`config.mk`:
```
export PLATFORM = sky130hd
export DESIGN_NAME = ves_cell
export DESIGN_NICKNAME = d
export VERILOG_FILES = /design/src/sv/ves_pkg.sv /design/src/sv/ves_cell.sv
export SDC_FILE = /design/constraint.sdc
export NUM_CORES = 1
export LEC_CHECK = 0
export ABC_AREA = 1
export BUFFER_PORTS_ARGS = -buffer_cell sky130_fd_sc_hd__buf_2
export CORE_AREA = 2 2 215 217
export CTS_CLUSTER_DIAMETER = 150
export DETAILED_ROUTE_END_ITERATION = 12
export DIE_AREA = 0 0 217 219
export GPL_ROUTABILITY_DRIVEN = 0
export HOLD_SLACK_MARGIN = 0.1
export REMOVE_ABC_BUFFERS = 1
export SYNTH_ARGS = -nofsm -noshare
export SYNTH_HDL_FRONTEND = slang
export SYNTH_SLANG_ARGS = --single-unit
```
`constraint.sdc`:
```
create_clock -name clk -period 8.1 [get_ports clk]
set_input_delay 0.405 -clock clk [delete_from_list [all_inputs] [get_ports clk]]
set_output_delay 0.405 -clock clk [all_outputs]
set_load 0.02 [all_outputs]
```
`src/sv/ves_pkg.sv`:
```
package ves_pkg;

	// Beat commands
	typedef enum logic [1:0] {
		CMD_SEED    = 2'd0,
		CMD_PALETTE = 2'd1,
		CMD_PIXEL   = 2'd2,
		CMD_NONE    = 2'd3
	} cmd_t;

	// Input beat: a table load or a pixel to shade
	typedef struct packed {
		logic [1:0] command;
		logic [3:0] cell_index;
		logic [9:0] x_coord;
		logic [9:0] y_coord;
		logic [7:0] red_in;
		logic [7:0] green_in;
		logic [7:0] blue_in;
	} in_beat_t;

	// Result beat: one shaded pixel
	typedef struct packed {
		logic [7:0] red_out;
		logic [7:0] green_out;
		logic [7:0] blue_out;
		logic [3:0] nearest_cell;
	} out_beat_t;

	// Edge darkening: gap below EDGE_LIMIT scales by floor(gap*255/400),
	// done as (gap * SCALE_MUL) >> SCALE_SHIFT, exact for gap < 400.
	localparam int EDGE_LIMIT  = 400;
	localparam int GAP_BITS    = 9;
	localparam int SCALE_MUL   = 42782115;
	localparam int SCALE_SHIFT = 26;
	localparam int MUL_BITS    = GAP_BITS + SCALE_SHIFT;

endpackage

```
`src/sv/ves_cell.sv`:
```
module ves_cell import ves_pkg::*; #(
	parameter int CELL_COUNT = 14,
	parameter int COORD_BITS = 10,
	parameter int INDEX      = 0,
	localparam int DIST_W    = 2 * COORD_BITS + 1,
	localparam int NEAR_W    = $clog2(CELL_COUNT)
) (
	input  logic              clk,
	input  logic              arst_n,
	input  logic              advance,
	input  logic              valid,
	input  in_beat_t          beat,
	input  logic [DIST_W-1:0] d1,
	input  logic [DIST_W-1:0] d2,
	input  logic [NEAR_W-1:0] nearest,
	output logic              valid_s1,
	output in_beat_t          beat_s1,
	output logic [DIST_W-1:0] d1_s1,
	output logic [DIST_W-1:0] d2_s1,
	output logic [NEAR_W-1:0] nearest_s1
);

	logic [COORD_BITS-1:0]   seed_col_q;
	logic [COORD_BITS-1:0]   seed_row_q;
	logic [COORD_BITS-1:0]   px;
	logic [COORD_BITS-1:0]   py;
	logic [COORD_BITS-1:0]   dx;
	logic [COORD_BITS-1:0]   dy;
	logic [2*COORD_BITS-1:0] sq_x;
	logic [2*COORD_BITS-1:0] sq_y;
	logic [DIST_W-1:0]       sq_dist;
	logic [DIST_W-1:0]       d1_nxt;
	logic [DIST_W-1:0]       d2_nxt;
	logic [NEAR_W-1:0]       near_nxt;
	logic                    seed_we;

	// Squared distance from the passing pixel to this cell's seed
	assign px      = COORD_BITS'(beat.x_coord);
	assign py      = COORD_BITS'(beat.y_coord);
	assign dx      = (px >= seed_col_q) ? px - seed_col_q : seed_col_q - px;
	assign dy      = (py >= seed_row_q) ? py - seed_row_q : seed_row_q - py;
	assign sq_x    = (2*COORD_BITS)'(dx) * (2*COORD_BITS)'(dx);
	assign sq_y    = (2*COORD_BITS)'(dy) * (2*COORD_BITS)'(dy);
	assign sq_dist = DIST_W'(sq_x) + DIST_W'(sq_y);

	// Insert into the best-two list; strict compares keep the lower index on ties
	always_comb begin
		d1_nxt   = d1;
		d2_nxt   = d2;
		near_nxt = nearest;
		priority if (sq_dist < d1) begin
			d2_nxt   = d1;
			d1_nxt   = sq_dist;
			near_nxt = NEAR_W'(INDEX);
		end else if (sq_dist < d2) begin
			d2_nxt = sq_dist;
		end
	end

	// Take a seed load addressed to this cell as it passes
	assign seed_we = advance && valid && (beat.command == CMD_SEED)
		&& (int'(beat.cell_index) == INDEX);

	always_ff @(posedge clk) begin
		if (seed_we) begin
			seed_col_q <= px;
			seed_row_q <= py;
		end
	end

	// Hand the beat to the next cell
	always_ff @(posedge clk or negedge arst_n) begin
		if (!arst_n) begin
			valid_s1 <= 1'b0;
		end else if (advance) begin
			valid_s1 <= valid;
		end
	end

	always_ff @(posedge clk) begin
		if (advance) begin
			beat_s1    <= beat;
			d1_s1      <= d1_nxt;
			d2_s1      <= d2_nxt;
			nearest_s1 <= near_nxt;
		end
	end

endmodule

```
==> qor.txt <==
worst hold slack -> 0.1349 ns
I/O pins -> 197
1st-iter DRT viols -> 604
CORE AREA -> 0.04509 sq mm
clk_lat worst skew -> 0.47 ns
Nets -> 2,498
synth unique cells -> 42
Clock Path Buffers -> 2
worst-path maximum fanout -> 8
Crit path required time -> 8.32 ns
Seq/Total Area, Yosys -> 0.2605
area grow syn2layout -> 44.15%
clk root buf -> clkbuf_16
Vias -> 12,140
fin. max-slew vios -> 0
worst slew pin tran -> 0.7562 ns
RSZ-0062 raised after global routing -> yes
HP Class -> input pin to flip-flop
worst reg2reg path depth -> 42
hold path start -> beat[46]
pin count of the biggest net entering global routing -> 52
drt pass-1 iters -> 5
fin crit period -> 8.284 ns
Reg clk slew, reported paths -> 0.07 ns
CTS Buf Count -> 17
worst flop-to-flop path startpoint -> seed_col_q[0]
Final setup violation count -> 44
Rel. slew slack -> 0.4959
worst flop-to-flop path endpoint -> d2_s1[19]
H-tree depth -> 4
pre-CTS worst setup slack -> -0.8355 ns
Final Hold Vio Count -> 0
Syn Inst Count -> 1,619
CP endpoint kind -> flip-flop
hold endpoint -> beat_s1[46]
total track usage -> 0.1631
outcome -> complete, but fails checks
failing checks -> setup timing
CP arrival -> 8.51 ns
CP max-delay cell -> fa_2
Post-Synthesis Cell Area -> 0.01347 sq mm
warnings from Yosys -> 0
Remaining DRCs -> 0
Most common cell on crit path -> nand2_2
Seq cells post-synth -> 117
Routed WL per cell -> 14.06 um
Final Cycle Share -> 1.023
fmax -> 0.1207 GHz
count of max-cap constraint violations -> 0
vias in the first global route -> 12,900
CTS sink cnt -> 117
Worst Hold Depth -> 1
CTS tree -> yes
GRT overflow -> 0
WL final -> 38,160 um
reg-to-reg setup timing slack -> -0.18 ns
PortBufs -> 196
skew final -> 0.009942 ns
Avg Synthesized Cell Area -> 8.318 sq um
CP max stage delay -> 0.59 ns
full die area -> 0.04752 sq mm
Starting Density -> 0.2987
Die W -> 217 um
vias per cell -> 4.471
row count -> 78
Final Cell Area -> 0.01941 sq mm
first-pass GRT wire length -> 60,960 um
Placement Cell Area -> 0.01687 sq mm
Worst Setup Start Kind -> flip-flop
initial antenna violation count -> 0
post-DP HPWL -> 29,880 um
Setup CP Type -> flip-flop to flip-flop
Die Y -> 219 um
setup slack after layout -> -0.1838 ns
Routed Antenna Nets -> 0
share of cells above drive strength 1 -> 0.3770
Core Util, Final -> 0.4305
diodes inserted -> 0
-- critical path: cells and delay by family (launching register included) --
family,cells,cell delay [ns]
AND/OR/NAND/NOR,17,1.61
flip-flops,1,0.41
buffers and inverters,11,0.82
XOR/XNOR,2,0.37
adder cells (fa/ha/maj),11,4.64
AO/OA/AOI/OAI,1,0.16
-- cells in the mapped netlist (all sizes together) --
master,n,area share
nor2,123,0.037
a31oi,1,0.00046
a21o,5,0.0028
nand3b,4,0.0022
inv,390,0.11
nand3,67,0.026
nand2,416,0.12
or4,1,0.00056
nand4,10,0.0058
edfxtp,116,0.26
o21ai,50,0.020
a21oi,57,0.021
xor2,21,0.014
nor3,3,0.0011
buf,12,0.0052
fa,135,0.20
o211ai,9,0.0050
o22ai,1,0.00046
o21bai,7,0.0039
nor4,2,0.00093
or2,2,0.00093
dfrtp,1,0.0019
xnor2,10,0.0065
clkbuf,10,0.0028
o21a,2,0.0011
ha,162,0.15
and2,2,0.00093
-- cell type report --
type	count	area, sq um
Timing Repair Buffer	485	3416
Tap cell	600	750.7
Inverter	390	1486
Clock buffer	17	425.4
Multi-Input combinational cell	1090	9667
Fill cell	4368	25680
Sequential cell	117	3508
Clock inverter	15	158.9
-- per-stage QoR --
stage | TNS (ns) | cells
floorplan | -55.97 | 1597
global placement | -30.20 | 2624
detailed placement | -33.01 | 2624
CTS | -5.260 | 2699
global route | -22.66 | 2714
finish | -4.134 | 2714
-- metal layers --
| layer | track usage | wire (um) |
|---|---|---|
| met3 | 0.02980 | 1481 |
| met2 | 0.2974 | 19940 |
| met1 | 0.1858 | 15650 |
| met4 | 0.07123 | 1093 |
| met5 | 0 | 0 |
-- cell families (layout without fill, tap and decap cells) --
kind of cell / Yosys count / in the layout / synth area share
DFF: 117 / 117 / 0.2605
AOI/OAI and AO/OA: 132 / 132 / 0.05547
adders and majority gates: 297 / 297 / 0.3512
and+or+nand+nor: 630 / 630 / 0.1956
buffers and inverters: 412 / 907 / 0.1171
xor gates and xnor gates: 31 / 31 / 0.02016
-- cell usage in the layout (no fill, tap or decap), drive strengths merged, types with 3 or more instances in the layout --
cell         instances
xor2                21
edfxtp             116
a21oi               57
nand3b               4
nand3               67
nor2               123
clkbuf              19
nand2              416
clkinv               5
fa                 135
nor3                 3
a21o                 5
o211ai               9
inv                398
nand4               10
buf                459
o21bai               7
o21ai               50
ha                 162
xnor2               10
dlygate4sd3         24
-- sequential cells by signal, indices dropped and copies added (netlist names) --
register / count
beat_s1: 50
valid_s1: 1
seed_row_q: 10
d1_s1: 21
d2_s1: 21
seed_col_q: 10
nearest_s1: 4
-- worst max-delay path by stage --
stage | start | end | cells past startpoint
4_1_cts | seed_row_q[0] | d1_s1[0] | 43
6_report | seed_col_q[0] | d2_s1[19] | 42
5_1_grt | seed_row_q[0] | d2_s1[19] | 47
3_5_place_dp | beat[34] | d2_s1[20] | 40
3_3_place_gp | beat[24] | d2_s1[20] | 46
2_1_floorplan | beat[24] | d1_s1[19] | 43
-- repair_timing --
| item | in CTS | in global routing |
|---|---|---|
| pin swaps | 72 | 83 |
| hold buffers | 24 | 0 |
| endpoints found under the setup margin | 46 | 46 |
| gates resized for setup | 179 | 181 |
| buffers inserted | 15 | 15 |
| gates cloned | 4 | 3 |
| hold endpoints to repair | 24 | 0 |
Power is left out: the tool's default activity adds up to more than one toggle a clock period on the data nets, which glitch-free logic cannot reach.
