### src/sv/ves_pkg.sv
package ves_pkg;

	// Beat commands
	typedef enum logic [1:0] {
		CMD_SEED    = 2'd0,
		CMD_PALETTE = 2'd1,
		CMD_PIXEL   = 2'd2,
		CMD_NONE    = 2'd3
	} cmd_t;

	// Input beat: a table load or a pixel to shade
	typedef struct packed {
		logic [1:0] command;
		logic [3:0] cell_index;
		logic [9:0] x_coord;
		logic [9:0] y_coord;
		logic [7:0] red_in;
		logic [7:0] green_in;
		logic [7:0] blue_in;
	} in_beat_t;

	// Result beat: one shaded pixel
	typedef struct packed {
		logic [7:0] red_out;
		logic [7:0] green_out;
		logic [7:0] blue_out;
		logic [3:0] nearest_cell;
	} out_beat_t;

	// Edge darkening: gap below EDGE_LIMIT scales by floor(gap*255/400),
	// done as (gap * SCALE_MUL) >> SCALE_SHIFT, exact for gap < 400.
	localparam int EDGE_LIMIT  = 400;
	localparam int GAP_BITS    = 9;
	localparam int SCALE_MUL   = 42782115;
	localparam int SCALE_SHIFT = 26;
	localparam int MUL_BITS    = GAP_BITS + SCALE_SHIFT;

endpackage

### src/sv/ves_shade.sv
module ves_shade import ves_pkg::*; #(
	parameter int CELL_COUNT = 14,
	parameter int COORD_BITS = 10,
	localparam int DIST_W    = 2 * COORD_BITS + 1,
	localparam int NEAR_W    = $clog2(CELL_COUNT)
) (
	input  logic              clk,
	input  logic              arst_n,
	input  logic              advance,
	input  logic              valid,
	input  in_beat_t          beat,
	input  logic [DIST_W-1:0] d1,
	input  logic [DIST_W-1:0] d2,
	input  logic [NEAR_W-1:0] nearest,
	input  logic [NEAR_W-1:0] rotation,
	output logic              res_valid,
	output out_beat_t         res
);

	logic [23:0]         palette_q [CELL_COUNT];
	logic [NEAR_W:0]     sel_sum;
	logic [NEAR_W-1:0]   sel;
	logic                pal_we;

	logic                valid_s1;
	logic [23:0]         color_s1;
	logic [DIST_W-1:0]   gap_s1;
	logic [NEAR_W-1:0]   near_s1;

	logic [MUL_BITS-1:0] scale_prod;
	logic                valid_s2;
	logic                edge_s2;
	logic [7:0]          scale_s2;
	logic [23:0]         color_s2;
	logic [NEAR_W-1:0]   near_s2;

	logic [15:0]         red_prod;
	logic [15:0]         green_prod;
	logic [15:0]         blue_prod;

	// Store a palette load at the end of the chain, in beat order
	assign pal_we = advance && valid && (beat.command == CMD_PALETTE)
		&& (int'(beat.cell_index) < CELL_COUNT);

	always_ff @(posedge clk) begin
		if (pal_we) begin
			palette_q[NEAR_W'(beat.cell_index)] <= {beat.red_in, beat.green_in, beat.blue_in};
		end
	end

	// Rotate the nearest index; both terms are below the cell count
	assign sel_sum = (NEAR_W+1)'(nearest) + (NEAR_W+1)'(rotation);
	assign sel     = (sel_sum >= (NEAR_W+1)'(CELL_COUNT))
		? NEAR_W'(sel_sum - (NEAR_W+1)'(CELL_COUNT)) : NEAR_W'(sel_sum);

	// Stage 1: palette read and distance gap; drop load beats
	always_ff @(posedge clk or negedge arst_n) begin
		if (!arst_n) begin
			valid_s1 <= 1'b0;
		end else if (advance) begin
			valid_s1 <= valid && (beat.command == CMD_PIXEL);
		end
	end

	always_ff @(posedge clk) begin
		if (advance) begin
			color_s1 <= palette_q[sel];
			gap_s1   <= d2 - d1;
			near_s1  <= nearest;
		end
	end

	// Stage 2: edge scale by reciprocal multiply
	assign scale_prod = MUL_BITS'(gap_s1[GAP_BITS-1:0]) * MUL_BITS'(SCALE_MUL);

	always_ff @(posedge clk or negedge arst_n) begin
		if (!arst_n) begin
			valid_s2 <= 1'b0;
		end else if (advance) begin
			valid_s2 <= valid_s1;
		end
	end

	always_ff @(posedge clk) begin
		if (advance) begin
			edge_s2  <= gap_s1 < DIST_W'(EDGE_LIMIT);
			scale_s2 <= scale_prod[SCALE_SHIFT +: 8];
			color_s2 <= color_s1;
			near_s2  <= near_s1;
		end
	end

	// Output stage: darken each channel near a cell edge, hold while stalled
	assign red_prod   = 16'(color_s2[23:16]) * 16'(scale_s2);
	assign green_prod = 16'(color_s2[15:8]) * 16'(scale_s2);
	assign blue_prod  = 16'(color_s2[7:0]) * 16'(scale_s2);

	always_ff @(posedge clk or negedge arst_n) begin
		if (!arst_n) begin
			res_valid <= 1'b0;
		end else if (advance) begin
			res_valid <= valid_s2;
		end
	end

	always_ff @(posedge clk) begin
		if (advance) begin
			res.red_out      <= edge_s2 ? red_prod[15:8] : color_s2[23:16];
			res.green_out    <= edge_s2 ? green_prod[15:8] : color_s2[15:8];
			res.blue_out     <= edge_s2 ? blue_prod[15:8] : color_s2[7:0];
			res.nearest_cell <= 4'(near_s2);
		end
	end

endmodule

### config.mk
export PLATFORM = sky130hd
export DESIGN_NAME = ves_shade
export DESIGN_NICKNAME = d
export VERILOG_FILES = /design/src/sv/ves_pkg.sv /design/src/sv/ves_shade.sv
export SDC_FILE = /design/constraint.sdc
export NUM_CORES = 1
export LEC_CHECK = 0
export BUFFER_PORTS_ARGS = -buffer_cell sky130_fd_sc_hd__buf_2
export CAP_MARGIN = 0
export CORE_UTILIZATION = 35
export DETAILED_ROUTE_END_ITERATION = 8
export GPL_ROUTABILITY_DRIVEN = 1
export GPL_TIMING_DRIVEN = 1
export HOLD_SLACK_MARGIN = 0.02
export SLEW_MARGIN = 20
export SYNTH_ARGS = -nofsm -noshare
export SYNTH_HDL_FRONTEND = slang
export SYNTH_SLANG_ARGS = --single-unit
### constraint.sdc
create_clock -name clk -period 7.52 [get_ports clk]
set_input_delay 1.504 -clock clk [delete_from_list [all_inputs] [get_ports clk]]
set_output_delay 1.504 -clock clk [all_outputs]
set_load 0.02 [all_outputs]
==> results of run 1 <==
registers in the layout, summed over array words and instances, names as in the netlist:
register and cells:
gap_s1 21, res 28, color_s1 24, valid_s1 1
valid_s2 1, scale_s2 8, res_valid 1, palette_q 336
edge_s2 1, near_s2 4, color_s2 24, near_s1 4
stage by stage:
step	hold slack [ns]	area, µm²	total power, mW
6_report	0.413	30900	15.1
5_1_grt	0.423	30900	16.8
4_1_cts	0.417	30900	15.3
3_5_place_dp	0.405	29300	12.8
3_3_place_gp	0.406	29300	12.6
2_1_floorplan	0.400	27500	10.7
cell families after synthesis:
kind of cell | share of synthesized area (%)
AO/OA/AOI/OAI | 7.26
AND/OR/NAND/NOR | 11.4
buffers and inverters | 4.52
XOR/XNOR | 1.71
multiplexers | 5.59
adder cells (fa/ha/maj) | 20.2
flip-flops | 49.4
cell usage in the layout (no fill, tap or decap), types with 8 or more instances in the layout:
master | synthesis | final
edfxtp_1 | 450 | 450
inv_1 | 228 | 228
ha_1 | 204 | 203
nor2_1 | 209 | 198
fa_1 | 150 | 150
and2_1 | 147 | 148
nand2_1 | 114 | 114
buf_2 | 6 | 111
mux2i_1 | 76 | 76
o21ai_0 | 75 | 75
mux2_2 | 69 | 69
nor3_1 | 65 | 61
clkbuf_16 | 0 | 50
a21oi_1 | 41 | 41
buf_4 | 3 | 32
xnor2_1 | 30 | 30
a221oi_1 | 29 | 29
o211ai_1 | 28 | 28
nor4b_1 | 25 | 25
o22ai_1 | 24 | 24
xor2_1 | 20 | 20
a221oi_2 | 20 | 20
a21o_1 | 12 | 12
clkbuf_1 | 69 | 12
nor2_2 | 1 | 11
nand3_1 | 10 | 10
nand2b_1 | 10 | 10
clkinv_1 | 0 | 10
nor2b_1 | 10 | 9
clkinv_2 | 0 | 8
layout make-up:
class | instances | area, µm²
fillers | 7377 | 46700
repair buffers | 145 | 827
well taps | 1040 | 1300
inverters | 228 | 856
clock buffers | 62 | 1300
multi-input cells | 1459 | 12800
clock inverters | 30 | 297
flip-flops and latches | 453 | 13600
power by group through the flow:
stage          clock network, mW  logic [mW]  registers, mW
3_5_place_dp                   0        9.36           3.46
2_1_floorplan                  0        7.37           3.36
4_1_cts                     2.43        9.48           3.41
5_1_grt                     2.52        10.8           3.43
3_3_place_gp                   0        9.17           3.45
6_report                    2.38        9.34           3.40
layer usage:
metal  up-vias  track usage (%)  part of all wire, %
met4         0             4.49                  2.0
li1       8121                -                    -
met1      8742             20.9                   44
met5         -                0                    0
met2       386             28.6                   49
met3        99             1.97                  4.3
critical path, delay by kind of cell, from the launching register on:
| kind | cells | cell delay [ns] |
|---|---|---|
| AOI/OAI and AO/OA | 3 | 1.08 |
| xor gates and xnor gates | 1 | 0.13 |
| adders and majority gates | 5 | 2.30 |
| buffers and inverters | 2 | 0.09 |
| DFF | 1 | 1.01 |
| muxes | 1 | 0.30 |
| and+or+nand+nor | 4 | 0.62 |
worst max-delay path by stage:
stage,endpoint,cells past startpoint,startpoint,slack (ns)
finish,res[10],16,scale_s2[2],1.69
global placement,color_s1[6],12,nearest[0],1.44
detailed placement,color_s1[2],12,nearest[0],1.35
global route,res[10],17,scale_s2[7],1.46
floorplan,res[10],17,scale_s2[7],2.38
CTS,res[10],16,scale_s2[7],1.66
==> flow_summary.toml, run 1 <==
[power]
internal_power_mw = 8.70
p_sw_mw = 6.41
p_seq_share_pct = 22.5
clock_power_share_pct = 15.7
comb_power_share_pct = 61.8
swShare_pct = 42.4
p_leak_nw = 12.4
peakVddDrop_v = 0.000469
power_density_mw_per_mm2 = 489

[sta]
min_period_ns = 5.83
rsz0062_at_grt = "no"
slew_headroom_pct = 32.7
skew_ns = 0.0577
worst-slew-pin-transition_ns = 0.995
fin_ws_ns = 1.69
tns_ns = 0
finalSetupViolCount = 0
period_share_pct = 77.6
hold_viol = 0
timing.fmax_mhz = 171
maxSlewViolCount = 0

[synthesis]
async_flop_share_pct = 0.662
post-synth-top-area-cell = "edfxtp_1"
synth_cell_types = 66
synthTopCellsByArea = "edfxtp_1 49%, fa_1 11%, ha_1 9.3%"
synth_top_area_share_pct = 49.1
synth-seq-cells = 453
synthTopCellsByCount = "450 x edfxtp_1, 228 x inv_1, 209 x nor2_1"
syn_area_per_cell_um2 = 12.4
ys_seq_area_share_pct = 49.4
synth_most_common_cell = "edfxtp_1"
synth_edf_count = 450
synth_area_mm2 = 0.0275
syn_inst = 2226
synth_nets = 2684
ys.flop_type = "edfxtp_1"
yosysWarnings = 0

[grt]
grt_pass1_vias = 18400
grt_use_total_pct = 16.2
grt-ovfl-total = 0
grt_pass1_wl_mm = 101
grt_max_degree = 74
antenna_found_initial = 1

[critical_path]
startpoint_type = "flip-flop"
crit_path_cell_trace = "and2_1 > fa_1 > fa_1 > fa_1 > inv_1 > fa_1 > inv_1 > ha_1 > nand3_1 > nand2_1 > a41o_1 > o41a_1 > and4_1 > a2111oi_2 > xnor2_1 > mux2_2"
crit_path_max_fanout = 24
crit_arrival_ns = 6.15
critPathSlowestCell = "edfxtp_1"
critPathKind = "flip-flop to flip-flop"
worst_r2r_endpoint = "res[10]"
ff2ff_path_depth = 16
cpPeakStageDelay_ns = 1.01
r2r_slack_ns = 1.69
critPathRequiredTime_ns = 7.83
worst_path_most_repeated_cell = "fa_1"
endpoint_kind = "flip-flop"
reg2reg_from = "scale_s2[2]"

[detailed_routing]
wl_mm = 63.3
drt_iter0_markers = 1092
vias = 17300
drtPass1Iterations = 5
drc = 0
ant_nets = 0
wl_per_cell_um = 18.5
vias_per_cell = 5.08

[place]
dp.cells = 3325
dp_worst_setup_slack_ns = 1.35
hpwl_mm = 41.5
place_congestion = 0.852
io_buffers = 112

[cts]
path_clk_slew_ns = 0.07
clockBufferDepth = 3
cts-htree-levels = 2
post_cts_buffers = 0
clkSinkCount = 453
clockRootBuffer = "clkbuf_16"
post_cts_resized = 0
numCtsBuffers = 50
clk_latency_ns = 0.62
hold_buffers = 0
cts_tree = "done"

[floorplanning]
die_h_um = 282
io_pins = 133
dieWidth_um = 282
rows = 102
start_util_pct = 35.5
fp.dieArea_mm2 = 0.0797
coreArea_mm2 = 0.0776

[finish]
fin_util_pct = 39.9
antenna_cells = 0
drive_gt1_share_pct = 14.1
nets = 2795
layout.cells.non_filler = 3417
syn_to_final_growth_pct = 12.4

[hold_path]
holdCritPathClass = "flip-flop to flip-flop"
holdPathEnd = "color_s2[22]"
holdCritStartpoint = "color_s1[22]"
hold_depth = 0

[outcome]
outcome = "complete, no violations"

[run]
cap_viol_max_count = 0
Note: power is estimated with default switching activity, not from simulation.
==> run 2: changes to the inputs <==
==> constraint.sdc (replaced) <==
create_clock -name clk -period 4.8 [get_ports clk]
set_input_delay 0.96 -clock clk [delete_from_list [all_inputs] [get_ports clk]]
set_output_delay 0.96 -clock clk [all_outputs]
set_load 0.02 [all_outputs]
==> run 2 against run 1 <==
Effect of this change: the run now ends with setup timing left; clock-buffer cell count is 8 lower; wire length is 1.7% higher; cell count is 3.8% higher; via count is 2.1% higher; utilization is 1.8 points higher; global-route usage is 0.22 points higher; setup slack worse by 1.8 ns; maximum frequency is 18% higher; die area stayed put; sequential cell count stayed put; register-to-register slack worse by 1.8 ns; sequential share of layout area is 1.9 points lower.
==> flow_summary.toml, run 2 (synthesized netlist as in run 1, its figures left out) <==
[critical_path]
crit_path_cell_trace = "buf_4 > and2_4 > fa_1 > fa_1 > fa_1 > inv_1 > fa_1 > inv_2 > ha_4 > nand3_2 > nand2_1 > a41o_1 > o41a_1 > and4_4 > a2111oi_4 > buf_4 > mux2i_1 > nor2_1"
critPathRequiredTime_ns = 5.15
crit_cells = 18
worst_path_most_repeated_cell = "fa_1"
crit_buf_inv = 4
crit_path_max_fanout = 5
path_delay_family = "adder cells"
cpPeakStageDelay_ns = 0.51
critPathKind = "flip-flop to flip-flop"
critPathSlowestCell = "fa_1"
startpoint = "scale_s2[2]"
crit_arrival_ns = 5.28
ff2ff_path_depth = 18
startpoint_type = "flip-flop"
reg2reg_from = "scale_s2[2]"
endpoint_kind = "flip-flop"

[finish]
top_register = "palette_q"
layout_common_cells = "450 x edfxtp_1, 219 x inv_1, 198 x nor2_1"
final_common_cell = "edfxtp_1"
drive_gt1_share_pct = 21.3
layout.cells.non_filler = 3546
syn_to_final_growth_pct = 17.4
largest_register_ffs = 336
nets = 2928
reg_top3 = "palette_q: 336 flops, res: 28 flops"
nFillCells = 7273

[sta]
skew_ns = 0.0291
timing.fmax_mhz = 203
maxSlewViolCount = 0
hold_viol = 0
min_period_ns = 4.93
worst-slew-pin-transition_ns = 1.08
period_share_pct = 103
finalSetupViolCount = 6
fin_ws_ns = -0.133
slew_headroom_pct = 28.1
rsz0062_at_grt = "yes"

[cts]
cts_tree = "done"
clk_latency_ns = 0.59
clkSinkCount = 453
clockRootBuffer = "clkbuf_16"
cts-htree-levels = 2
numCtsBuffers = 49
clockBufferDepth = 3
path_clk_slew_ns = 0.08

[detailed_routing]
topRoutingLayerUsed = "met4"
drt_iter0_markers = 1081
wl_mm = 64.4
dr_wl_met3_mm = 2.64
drtPass1Iterations = 5
vias_per_cell = 5.00
ant_nets = 0
vias = 17700
met2WireLength_mm = 31.8
drc = 0
wl_met1_mm = 28.8
wl_per_cell_um = 18.2

[run]
cap_viol_max_count = 0

[grt]
grt_pass1_wl_mm = 102
grt_max_degree = 73
antenna_found_initial = 3
grt_use_total_pct = 16.4
grt_pass1_vias = 18600
grt-ovfl-total = 0

[place]
dp_worst_setup_slack_ns = -0.318
dp.cells = 3429
io_buffers = 112
place_congestion = 0.865
hpwl_mm = 44.7

[floorplanning]
coreArea_mm2 = 0.0776
dieWidth_um = 282
start_util_pct = 35.5
rows = 102
fp.dieArea_mm2 = 0.0797
io_pins = 133
die_h_um = 282

[outcome]
violations = "setup timing"
outcome = "complete, but fails checks"

[hold_path]
holdCritPathClass = "input port to asynchronous set/reset pin"
[run 2: changes by cell type in the layout (fill, tap and decap cells not counted), sizes merged]
cell | previous run | this run
buf | 145 | 279
clkbuf | 62 | 54
inv | 231 | 228
clkinv | 21 | 25
clkinvlp | 3 | 5
diode | 0 | 1
bufinv | 3 | 2
[run 2: path summary, 6_finish.rpt]
check,end,slack (ns)
worst max-delay path,res[11],-0.13
worst min-delay path,res_valid,0.15
worst max register to register,res[11],-0.13
worst min register to register,color_s2[2],0.41
max in group asynchronous,valid_s2,4.54
min in group clk,color_s2[2],0.41
[run 2: stage by stage]
stage               util (%)  instance area, µm²  hold slack (ns)  setup TNS (ns)
global route            41.6               32300            0.121           -2.03
floorplan                  -               27600            0.400               0
detailed placement      39.0               30200            0.405           -1.79
finish                  41.6               32300            0.155          -0.388
global placement        39.0               30200            0.401           -1.35
CTS                     41.3               32100            0.114          -0.912
[run 2: area by class of cell]
class | count | area (µm²) | area share [%]
antenna | 1 | 2.50 | 0.00775
clock buffer | 54 | 1240 | 3.85
clock inverter | 32 | 245 | 0.759
inverter | 228 | 856 | 2.65
multi-input combinational | 1459 | 13100 | 40.5
sequential | 453 | 13600 | 42.1
tap | 1040 | 1300 | 4.03
timing repair buffer | 279 | 1990 | 6.15
[run 2: worst register-to-register path: stages, from the launching register on]
cell       delay, ns
edfxtp_1        0.47
buf_4           0.18
and2_4          0.13
fa_1            0.49
fa_1            0.45
fa_1            0.50
inv_1           0.05
fa_1            0.51
inv_2           0.05
ha_4            0.23
nand3_2         0.06
nand2_1         0.05
a41o_1          0.22
o41a_1          0.49
and4_4          0.19
a2111oi_4       0.25
buf_4           0.18
mux2i_1         0.17
nor2_1          0.06
[run 2: repair_timing]
action,4_1_cts,5_1_grt
gates cloned,0,0
setup buffers,22,9
endpoints found under the setup margin,13,24
pin swaps,57,61
gates resized for setup,37,55
hold buffers,0,0
[run 2: routing by layer]
metal / GRT usage [%] / vias to the layer above
li1: - / 8386
met1: 21.4 / 8892
met2: 28.8 / 367
met3: 2.02 / 73
met4: 4.17 / 0
met5: 0 / -
Power of run 2 is not shown: default switching activity piles up to over one toggle a cycle in this logic, so the estimate is an artifact.
